==> src/hw/rtl/btms_pkg.sv <==
// package: types, codes and constants of the ball tracking motion sequencer
package btms_pkg;

  localparam int COORD_BITS    = 10;
  localparam int RADIUS_BITS   = 9;
  localparam int CFG_DATA_BITS = (COORD_BITS > RADIUS_BITS) ? COORD_BITS : RADIUS_BITS;
  localparam int CFG_IDX_BITS  = 2;
  localparam int AMT_BITS      = 11;
  localparam int AMT_CALC_BITS = (COORD_BITS + 1 > AMT_BITS) ? COORD_BITS + 1 : AMT_BITS;
  localparam int BAND_BITS     = RADIUS_BITS + 1;

  // configuration register indexes
  localparam logic [CFG_IDX_BITS-1:0] REG_CENTER_X     = 2'd0;
  localparam logic [CFG_IDX_BITS-1:0] REG_DEAD_BAND    = 2'd1;
  localparam logic [CFG_IDX_BITS-1:0] REG_REACH_RADIUS = 2'd2;

  localparam logic [COORD_BITS-1:0]  CENTER_X_RST     = COORD_BITS'(50);
  localparam logic [RADIUS_BITS-1:0] DEAD_BAND_RST    = RADIUS_BITS'(10);
  localparam logic [RADIUS_BITS-1:0] REACH_RADIUS_RST = RADIUS_BITS'(130);

  // event kinds
  localparam logic [2:0] KIND_START = 3'd0;
  localparam logic [2:0] KIND_TIMER = 3'd1;
  localparam logic [2:0] KIND_NONE  = 3'd2;
  localparam logic [2:0] KIND_MULTI = 3'd3;
  localparam logic [2:0] KIND_BALL  = 3'd4;

  // turn codes
  localparam logic [1:0] TURN_NONE  = 2'd0;
  localparam logic [1:0] TURN_LEFT  = 2'd1;
  localparam logic [1:0] TURN_RIGHT = 2'd2;

  // mode codes as reported
  localparam logic [1:0] MODE_CODE_SEARCH = 2'd0;
  localparam logic [1:0] MODE_CODE_RIGHT  = 2'd1;
  localparam logic [1:0] MODE_CODE_LEFT   = 2'd2;
  localparam logic [1:0] MODE_CODE_LOCKED = 2'd3;

  localparam logic [6:0]          SPEED_FULL   = 7'd100;
  localparam logic [6:0]          SPEED_SLOW   = 7'd20;
  localparam logic [6:0]          SPEED_STOP   = 7'd0;
  localparam logic [AMT_BITS-1:0] AMT_TRACK    = 11'd70;
  localparam logic [AMT_BITS-1:0] AMT_SEARCH   = 11'd200;
  localparam logic [AMT_BITS-1:0] AMT_VERIFY   = 11'd100;
  localparam logic [AMT_BITS-1:0] AMT_MAX      = 11'd2047;
  localparam logic [9:0]          DELAY_INIT   = 10'd1;
  localparam logic [9:0]          DELAY_ROT    = 10'd200;
  localparam logic [9:0]          DELAY_HIGH   = 10'd800;
  localparam logic [9:0]          DELAY_VERIFY = 10'd300;

  typedef enum logic [3:0] {
    MODE_SEARCH = 4'b0001,
    MODE_RIGHT  = 4'b0010,
    MODE_LEFT   = 4'b0100,
    MODE_LOCKED = 4'b1000
  } mode_t;

  typedef enum logic [4:0] {
    STEP_ROT_LOW   = 5'b00001,
    STEP_ROT_HIGH  = 5'b00010,
    STEP_VERIFY    = 5'b00100,
    STEP_VERIFY_TB = 5'b01000,
    STEP_STOP      = 5'b10000
  } search_step_t;

  typedef struct packed {
    logic [2:0]             kind;
    logic [COORD_BITS-1:0]  ball_x;
    logic [RADIUS_BITS-1:0] ball_radius;
  } in_item_t;

  typedef struct packed {
    logic                speed_valid;
    logic [6:0]          speed;
    logic [1:0]          turn;
    logic [AMT_BITS-1:0] turn_amount;
    logic                go_forward;
    logic                delay_start;
    logic [9:0]          delay_value;
    logic                want_repeat_detect;
    logic                want_single_detect;
    logic [1:0]          mode_now;
  } out_item_t;

  // position error summary handed from the error unit to the step logic
  typedef struct packed {
    logic                pos;
    logic                neg;
    logic [AMT_BITS-1:0] amount;
  } err_info_t;

  function automatic logic [1:0] mode_code(input mode_t m);
    logic [1:0] c;
    case (m)
      MODE_SEARCH: c = MODE_CODE_SEARCH;
      MODE_RIGHT:  c = MODE_CODE_RIGHT;
      MODE_LEFT:   c = MODE_CODE_LEFT;
      MODE_LOCKED: c = MODE_CODE_LOCKED;
      default:     c = MODE_CODE_SEARCH;
    endcase
    return c;
  endfunction

endpackage

==> src/hw/rtl/btms_err.sv <==
// position error unit: dead band test and saturated turn amount
module btms_err (
  input  logic [btms_pkg::COORD_BITS-1:0]  ball_x,
  input  logic [btms_pkg::RADIUS_BITS-1:0] ball_radius,
  input  logic [btms_pkg::COORD_BITS-1:0]  center_x,
  input  logic [btms_pkg::RADIUS_BITS-1:0] dead_band,
  output btms_pkg::err_info_t              err
);
  import btms_pkg::*;

  logic signed [COORD_BITS:0] diff;
  logic [COORD_BITS-1:0]      mag;
  logic [BAND_BITS-1:0]       band;
  logic                       in_band;
  logic [AMT_CALC_BITS-1:0]   dbl;

  assign diff    = $signed({1'b0, ball_x}) - $signed({1'b0, center_x});
  assign mag     = diff[COORD_BITS] ? COORD_BITS'(-diff) : diff[COORD_BITS-1:0];
  assign band    = BAND_BITS'(dead_band) + BAND_BITS'(ball_radius);
  // strictly inside lo..hi is the same as |x - c| < band
  assign in_band = ({{BAND_BITS{1'b0}}, mag} < {{COORD_BITS{1'b0}}, band});
  assign dbl     = AMT_CALC_BITS'({mag, 1'b0});

  always_comb begin
    err.pos    = !in_band && !diff[COORD_BITS] && (diff != '0);
    err.neg    = !in_band && diff[COORD_BITS];
    err.amount = (dbl > AMT_CALC_BITS'(AMT_MAX)) ? AMT_MAX : dbl[AMT_BITS-1:0];
  end

endmodule

==> src/hw/rtl/btms_step.sv <==
// sequencer state and per-event command logic
module btms_step (
  input  logic                             clk,
  input  logic                             rst_n,
  input  logic                             adv,
  input  logic [2:0]                       kind,
  input  logic [btms_pkg::RADIUS_BITS-1:0] ball_radius,
  input  logic [btms_pkg::RADIUS_BITS-1:0] reach_radius,
  input  btms_pkg::err_info_t              err,
  output btms_pkg::out_item_t              res
);
  import btms_pkg::*;

  mode_t        mode_r, mode_nxt;
  search_step_t step_r, step_nxt;
  logic         tracking_r, tracking_nxt;

  logic far_enough;
  logic confirmed;

  assign far_enough = (ball_radius > reach_radius);

  always_comb begin
    res          = '0;
    mode_nxt     = mode_r;
    step_nxt     = step_r;
    tracking_nxt = tracking_r;
    confirmed    = 1'b0;

    // detection confirm, shared by several-balls and ball-seen in search
    if ((kind == KIND_MULTI && tracking_r) || kind == KIND_BALL) begin
      if (mode_r == MODE_SEARCH) begin
        if (step_r == STEP_ROT_LOW || step_r == STEP_ROT_HIGH) begin
          res.speed_valid        = 1'b1;
          res.speed              = SPEED_STOP;
          res.want_single_detect = 1'b1;
          step_nxt               = STEP_VERIFY;
        end
        confirmed = (step_r == STEP_VERIFY) || (step_r == STEP_VERIFY_TB);
        if (confirmed) begin
          step_nxt               = STEP_STOP;
          res.want_repeat_detect = 1'b1;
        end
      end
    end

    case (kind)
      KIND_START: begin
        if (mode_r == MODE_SEARCH) begin
          res.want_repeat_detect = 1'b1;
          res.delay_start        = 1'b1;
          res.delay_value        = DELAY_INIT;
          step_nxt               = STEP_ROT_HIGH;
        end
        tracking_nxt = 1'b1;
      end
      KIND_TIMER: begin
        if (mode_r == MODE_SEARCH) begin
          case (step_r)
            STEP_ROT_LOW: begin
              res.speed_valid = 1'b1;
              res.speed       = SPEED_FULL;
              res.turn        = TURN_LEFT;
              res.turn_amount = AMT_SEARCH;
              res.delay_start = 1'b1;
              res.delay_value = DELAY_ROT;
              step_nxt        = STEP_ROT_HIGH;
            end
            STEP_ROT_HIGH: begin
              res.speed_valid = 1'b1;
              res.speed       = SPEED_SLOW;
              res.turn        = TURN_LEFT;
              res.turn_amount = AMT_SEARCH;
              res.delay_start = 1'b1;
              res.delay_value = DELAY_HIGH;
              step_nxt        = STEP_ROT_LOW;
            end
            STEP_VERIFY: begin
              res.go_forward  = 1'b1;
              res.speed_valid = 1'b1;
              res.speed       = SPEED_STOP;
            end
            STEP_VERIFY_TB: begin
              res.want_repeat_detect = 1'b1;
              res.delay_start        = 1'b1;
              res.delay_value        = DELAY_INIT;
              step_nxt               = STEP_ROT_HIGH;
            end
            default: begin
            end
          endcase
        end
      end
      KIND_NONE: begin
        if (tracking_r) begin
          if (mode_r == MODE_SEARCH) begin
            if (step_r == STEP_VERIFY) begin
              res.speed_valid = 1'b1;
              res.speed       = SPEED_SLOW;
              res.turn        = TURN_RIGHT;
              res.turn_amount = AMT_VERIFY;
              res.delay_start = 1'b1;
              res.delay_value = DELAY_VERIFY;
              step_nxt        = STEP_VERIFY_TB;
            end
          end else begin
            if (mode_r == MODE_RIGHT || mode_r == MODE_LEFT) begin
              mode_nxt = MODE_SEARCH;
            end
            res.speed_valid = 1'b1;
            res.speed       = SPEED_STOP;
          end
        end
      end
      KIND_MULTI: begin
        if (tracking_r) begin
          if (mode_r == MODE_SEARCH) begin
            if (confirmed) begin
              mode_nxt        = MODE_RIGHT;
              res.speed_valid = 1'b1;
              res.speed       = SPEED_FULL;
              res.turn        = TURN_RIGHT;
              res.turn_amount = AMT_TRACK;
            end
          end else begin
            res.speed_valid = 1'b1;
            res.speed       = SPEED_STOP;
          end
        end
      end
      KIND_BALL: begin
        if (mode_r != MODE_SEARCH || confirmed) begin
          if (err.pos) begin
            if (mode_r == MODE_RIGHT) begin
              res.turn        = TURN_RIGHT;
              res.turn_amount = err.amount;
            end else begin
              mode_nxt        = MODE_RIGHT;
              res.speed_valid = 1'b1;
              res.speed       = SPEED_FULL;
              res.turn        = TURN_RIGHT;
              res.turn_amount = AMT_TRACK;
            end
          end else if (err.neg) begin
            if (mode_r == MODE_LEFT) begin
              res.turn        = TURN_LEFT;
              res.turn_amount = err.amount;
            end else begin
              mode_nxt        = MODE_LEFT;
              res.speed_valid = 1'b1;
              res.speed       = SPEED_FULL;
              res.turn        = TURN_LEFT;
              res.turn_amount = AMT_TRACK;
            end
          end else if (mode_r == MODE_LOCKED) begin
            res.go_forward = 1'b1;
            if (far_enough) begin
              res.speed_valid = 1'b1;
              res.speed       = SPEED_STOP;
            end
          end else begin
            mode_nxt        = MODE_LOCKED;
            res.speed_valid = 1'b1;
            res.speed       = far_enough ? SPEED_STOP : SPEED_FULL;
          end
        end
      end
      default: begin
      end
    endcase

    res.mode_now = mode_code(mode_nxt);
  end

  always_ff @(posedge clk) begin
    if (!rst_n) begin
      mode_r     <= MODE_SEARCH;
      step_r     <= STEP_STOP;
      tracking_r <= 1'b0;
    end else if (adv) begin
      mode_r     <= mode_nxt;
      step_r     <= step_nxt;
      tracking_r <= tracking_nxt;
    end
  end

endmodule

==> src/hw/rtl/ball_tracking_motion_sequencer.sv <==
// top level of the ball tracking motion sequencer
//
// usage
// - input channel in_valid/in_ready/in_data: one beat per robot event
//   (start, timer expiry, no ball, several balls, ball seen at x with radius)
// - result channel out_valid/out_ready/out_data: exactly one motor command
//   beat per input beat, in order, carrying the mode after the event
// - config channel cfg_valid/cfg_ready/cfg_index/cfg_data: always ready,
//   writes center_x, dead_band and reach_radius; other indexes are dropped
// - an accepted beat passes the input register and then the result register,
//   and shows on out_valid once it is held in the result register
// - throughput: one beat per cycle unless the result side stalls; the event
//   logic is a single pass between the input register and the result register
// - reset (rst_n low, synchronous): both pipeline registers empty, mode
//   search, search sub-step stop, tracking off, registers at defaults
// - when the receiver stalls, the result register holds, the input register
//   fills, and in_ready drops once both are occupied
module ball_tracking_motion_sequencer (
  input  logic                                 clk,
  input  logic                                 rst_n,
  input  logic                                 in_valid,
  output logic                                 in_ready,
  input  btms_pkg::in_item_t                   in_data,
  output logic                                 out_valid,
  input  logic                                 out_ready,
  output btms_pkg::out_item_t                  out_data,
  input  logic                                 cfg_valid,
  output logic                                 cfg_ready,
  input  logic [btms_pkg::CFG_IDX_BITS-1:0]    cfg_index,
  input  logic [btms_pkg::CFG_DATA_BITS-1:0]   cfg_data
);
  import btms_pkg::*;

  // configuration registers
  logic [COORD_BITS-1:0]  center_x_r;
  logic [RADIUS_BITS-1:0] dead_band_r;
  logic [RADIUS_BITS-1:0] reach_radius_r;

  // input register stage
  in_item_t  s1_data_r;
  logic      s1_valid_r;
  // result register stage
  out_item_t out_data_r;
  logic      out_valid_r;

  logic      s1_adv;
  err_info_t err;
  out_item_t res;

  // stage 1 moves into the result register when that register is free
  // or being emptied this cycle
  assign s1_adv    = s1_valid_r && (!out_valid_r || out_ready);
  assign in_ready  = !s1_valid_r || s1_adv;
  assign out_valid = out_valid_r;
  assign out_data  = out_data_r;
  assign cfg_ready = 1'b1;

  always_ff @(posedge clk) begin
    if (!rst_n) begin
      center_x_r     <= CENTER_X_RST;
      dead_band_r    <= DEAD_BAND_RST;
      reach_radius_r <= REACH_RADIUS_RST;
    end else if (cfg_valid) begin
      case (cfg_index)
        REG_CENTER_X:     center_x_r     <= cfg_data[COORD_BITS-1:0];
        REG_DEAD_BAND:    dead_band_r    <= cfg_data[RADIUS_BITS-1:0];
        REG_REACH_RADIUS: reach_radius_r <= cfg_data[RADIUS_BITS-1:0];
        default: begin
        end
      endcase
    end
  end

  // position error from the held event
  btms_err u_err (
    .ball_x      (s1_data_r.ball_x),
    .ball_radius (s1_data_r.ball_radius),
    .center_x    (center_x_r),
    .dead_band   (dead_band_r),
    .err         (err)
  );

  // mode, sub-step and tracking update only when the event moves on
  btms_step u_step (
    .clk          (clk),
    .rst_n        (rst_n),
    .adv          (s1_adv),
    .kind         (s1_data_r.kind),
    .ball_radius  (s1_data_r.ball_radius),
    .reach_radius (reach_radius_r),
    .err          (err),
    .res          (res)
  );

  always_ff @(posedge clk) begin
    if (!rst_n) begin
      s1_valid_r  <= 1'b0;
      out_valid_r <= 1'b0;
    end else begin
      if (in_ready) begin
        s1_valid_r <= in_valid;
      end
      if (s1_adv) begin
        out_valid_r <= 1'b1;
      end else if (out_ready) begin
        out_valid_r <= 1'b0;
      end
    end
  end

  // payload registers, no reset
  always_ff @(posedge clk) begin
    if (in_valid && in_ready) begin
      s1_data_r <= in_data;
    end
    if (s1_adv) begin
      out_data_r <= res;
    end
  end

endmodule

==> config.mk <==
export PLATFORM = sky130hd
export DESIGN_NAME = ball_tracking_motion_sequencer
export DESIGN_NICKNAME = d
export VERILOG_FILES = /design/src/hw/rtl/btms_pkg.sv /design/src/hw/rtl/btms_err.sv /design/src/hw/rtl/btms_step.sv /design/src/hw/rtl/ball_tracking_motion_sequencer.sv
export SDC_FILE = /design/constraint.sdc
export NUM_CORES = 1
export LEC_CHECK = 0
export CAP_MARGIN = 20
export CORE_ASPECT_RATIO = 0.8
export CORE_MARGIN = 4
export CORE_UTILIZATION = 56
export CTS_BUF_LIST = sky130_fd_sc_hd__clkbuf_2 sky130_fd_sc_hd__clkbuf_4 sky130_fd_sc_hd__clkbuf_8
export CTS_CLUSTER_SIZE = 12
export DETAILED_ROUTE_END_ITERATION = 12
export DONT_BUFFER_PORTS = 1
export PLACE_DENSITY_LB_ADDON = 0.1
export SYNTH_ARGS = -nofsm -noshare
export SYNTH_HDL_FRONTEND = slang
export SYNTH_SLANG_ARGS = --single-unit
export TNS_END_PERCENT = 100
==> constraint.sdc <==
create_clock -name clk -period 5.8 [get_ports clk]
set_input_delay 1.16 -clock clk [delete_from_list [all_inputs] [get_ports clk]]
set_output_delay 1.16 -clock clk [all_outputs]
set_load 0.1 [all_outputs]
==> flow_summary.toml <==
[outcome]
outcome = "completed"

[clocking]
cts_tree = "done"
cts_buffers = 9
hold_buffers = 0
cts.sinks = 90
clk_transition_reported_paths_ns = 0.09
cts.repair.resized = 0
cts-root-buf = "clkbuf_8"
clk_latency_ns = 0.37
cts_setup_buffers = 0
cts_max_level = 3
clockBufferDepth = 2

[job]
maxCapViolations = 0

[routing]
final_antenna_net_count = 0
route.detailed.drc = 0
wirelength_um = 12200
first_pass_iters = 5
num_vias = 4228
wl_per_cell_um = 16.6
drt_iter0_markers = 315
via_per_inst = 5.78

[final_layout]
multi_input_area_um2 = 3060
final_nets = 670
insertedDiodeCount = 0
area_delta_synth_final_pct = 5.63
seq_area_um2 = 2300
nFillCells = 842
final_layout_size_suffix_gt1_share_pct = 7.55

[yosys]
syn_area_um2 = 5660
synthArstFlopShare_pct = 0
synth-edff-count = 50
yosys_warnings = 0
synth-seq-area-share_pct = 40.6
ys.flop_type = "edfxtp_1"
yosys.cell_types.count = 74
avgSynthCellArea_um2 = 9.38
syn_inst = 604
ys_seq_elements = 90

[critical_path]
rr_worst_depth = 19
crit_buf_inv = 1
max_stage_delay_ns = 0.42
crit_family = "compound AO/OA/AOI/OAI gates"
critical_path_class = "flip-flop to flip-flop"
arrival_ns = 5.10
reg2reg_slack_ns = 0.84
crit_path_start_kind = "flip-flop"
critical_path.cell_chain = "inv_1, ha_1, fa_1, nand2b_2, a211oi_2, o311a_2, o2111ai_4, or3_1, o21ai_1, xor2_1, ha_1, a2111oi_0, o21ai_0, a22oi_2, nor3_1, nand2_1, nand2_1, xnor2_1, nor3_1"
timing.rr.start = "s1_data_r[9]"
path_max_fanout = 6
crit_path_end_kind = "flip-flop"
worstPathRequired_ns = 5.94
slowest_stage = "fa_1"
rr_endpoint = "out_data[1]"

[sta]
layout_min_cycle_time_ns = 4.96
worst_clock_skew_ns = 0.0163
hold_violations = 0
min_period_over_period_pct = 85.6
slew_viol_final = 0
tns_ns = 0
setup_viol = 0
rsz0062_at_grt = "no"
maxSlewHeadroom_pct = 30.4
setup_slack_ns = 0.836
tightest_slew_ns = 1.05
fmax_ghz = 0.201

[floorplan]
die_w_um = 120
ios = 79
initial_core_util_pct = 58.0
die_h_um = 98.0
fp-row-count = 32
core-area_um2 = 9770
die_area_um2 = 11800

[global_routing]
first_global_vias = 3858
grt_antenna_before_repair = 0
grtUsageTotal_pct = 20.7
grt_pass1_wl_um = 19800
grt_max_degree = 41
grt_overflow_total = 0

[pwr]
p_per_area_nw_per_um2 = 265
p_sw_share_pct = 33.3
power.internal_mw = 1.06
p_seq_share_pct = 49.5
comb_power_share_pct = 22.6
irDropWorstVdd_v = 0.000172
p_leak_nw = 2.40
p_clk_share_pct = 27.9
p_sw_mw = 0.527

[worst_hold_path]
hold_class = "flip-flop to flip-flop"
hold_path_depth = 2
hold_end = "center_x_r[2]"
min_from = "center_x_r[2]"

[placed_design]
dp_hpwl_um = 9520
place.gp.congestion = 0.921
io_buffers = 0
dpl_worst_slack_ns = 0.970
-- routing by layer --
layer / GRT usage, % / share of wire [%] / up-vias
li1: - / - / 2098
met1: 31.7 / 50 / 1948
met2: 29.2 / 41 / 170
met3: 5.44 / 7.7 / 12
met4: 4.88 / 1.2 / 0
met5: 0 / 0 / -
-- kinds of logic (layout without fill, tap and decap cells) --
kind of cell | after synthesis | count (layout) | synth area share [%]
buf+inv | 74 | 61 | 5.74
fa+ha+maj | 40 | 40 | 9.10
flops | 90 | 90 | 40.6
compound gates | 136 | 136 | 16.1
other cells | 2 | 7 | 0.133
mux | 19 | 19 | 3.40
xor+xnor | 26 | 26 | 4.15
simple gates | 217 | 217 | 20.7
-- flip-flops by register name, summed over array words and instances, names as in the netlist --
register,count
u_step.step_r,5
dead_band_r,9
reach_radius_r,9
out_data,28
u_step.tracking_r,1
s1_valid_r,1
center_x_r,10
u_step.mode_r,4
out_valid,1
s1_data_r,22
-- cells in the mapped netlist, types with 3 or more instances --
| library cell | n | area share (%) |
|---|---|---|
| nand2_1 | 61 | 4.0 |
| edfxtp_1 | 50 | 27 |
| a21oi_1 | 40 | 3.5 |
| dfxtp_1 | 40 | 14 |
| inv_1 | 39 | 2.6 |
| ha_1 | 38 | 8.4 |
| nor2_1 | 37 | 2.5 |
| nor2b_1 | 31 | 3.4 |
| o21ai_0 | 27 | 2.4 |
| xnor2_1 | 18 | 2.8 |
| clkbuf_1 | 17 | 1.1 |
| mux2i_1 | 17 | 3.0 |
| nand3_1 | 14 | 1.2 |
| nand2b_1 | 13 | 1.4 |
| a21boi_0 | 11 | 1.5 |
| buf_4 | 11 | 1.5 |
| nor3_1 | 8 | 0.71 |
| and2_1 | 7 | 0.77 |
| nor3b_1 | 7 | 0.93 |
| o211ai_1 | 7 | 0.93 |
| or3_1 | 7 | 0.77 |
| xor2_1 | 7 | 1.1 |
| o21a_1 | 6 | 0.80 |
| buf_2 | 5 | 0.44 |
| o21bai_1 | 5 | 0.66 |
| nand3b_1 | 4 | 0.53 |
| nand4_1 | 4 | 0.44 |
| nor3_2 | 4 | 0.71 |
| o21ai_1 | 4 | 0.35 |
| a211oi_1 | 3 | 0.40 |
| a211oi_2 | 3 | 0.66 |
| and3_1 | 3 | 0.33 |
| o31ai_1 | 3 | 0.40 |
-- layout make-up --
class	instances	share of cell area (%)
clock buffers	11	2.43
flip-flops and latches	90	38.5
inverters	40	2.51
clock inverters	5	1.05
multi-input cells	445	51.1
well taps	136	2.84
repair buffers	5	1.63
-- worst register-to-register path, delay by kind of cell, from the launching register on --
family,cells,cell delay [ns]
compound gates,7,1.81
flops,1,0.33
simple gates,6,1.43
fa+ha+maj,3,0.86
buf+inv,1,0.04
xor+xnor,2,0.26
-- metrics by stage --
stage	cell area [um^2]	power [mW]	instances	hold slack, ns	util, %
final	5980	1.58	732	0.467	61.2
after global routing	5980	1.67	732	0.489	61.2
after detailed placement	5780	1.15	716	0.458	59.1
after floorplan	5680	1.08	609	0.443	-
after CTS	5980	1.59	732	0.471	61.2
after global placement	5780	1.14	716	0.452	59.1
-- worst max-delay path by stage --
stage | start | end | cells past startpoint | slack, ns
6_report | s1_data_r[9] | out_data[1] | 19 | 0.84
5_1_grt | s1_data_r[9] | out_data[1] | 19 | 0.58
4_1_cts | s1_data_r[9] | out_data[36] | 18 | 0.96
3_5_place_dp | s1_data_r[9] | out_data[36] | 18 | 0.97
3_3_place_gp | s1_data_r[9] | out_data[36] | 18 | 1.21
2_1_floorplan | s1_data_r[9] | out_data[36] | 18 | 1.41
-- layout by cell type (no fill, tap or decap), types with 11 or more instances in the layout --
master and count:
dfxtp_1 40, edfxtp_1 50, nor2_1 37, ha_1 38, xnor2_1 18, a21oi_1 40, inv_1 39, nand3_1 14
nor2b_1 31, a21boi_0 11, nand2b_1 13, mux2i_1 17, o21ai_0 27, nand2_1 61
-- power groups by stage --
stage / registers, mW / logic [mW] / clock network, mW
CTS: 0.784 / 0.354 / 0.453
detailed placement: 0.798 / 0.353 / 0
global placement: 0.797 / 0.345 / 0
finish: 0.784 / 0.358 / 0.442
global route: 0.787 / 0.397 / 0.487
floorplan: 0.788 / 0.296 / 0
(Power assumes the default switching activity.)
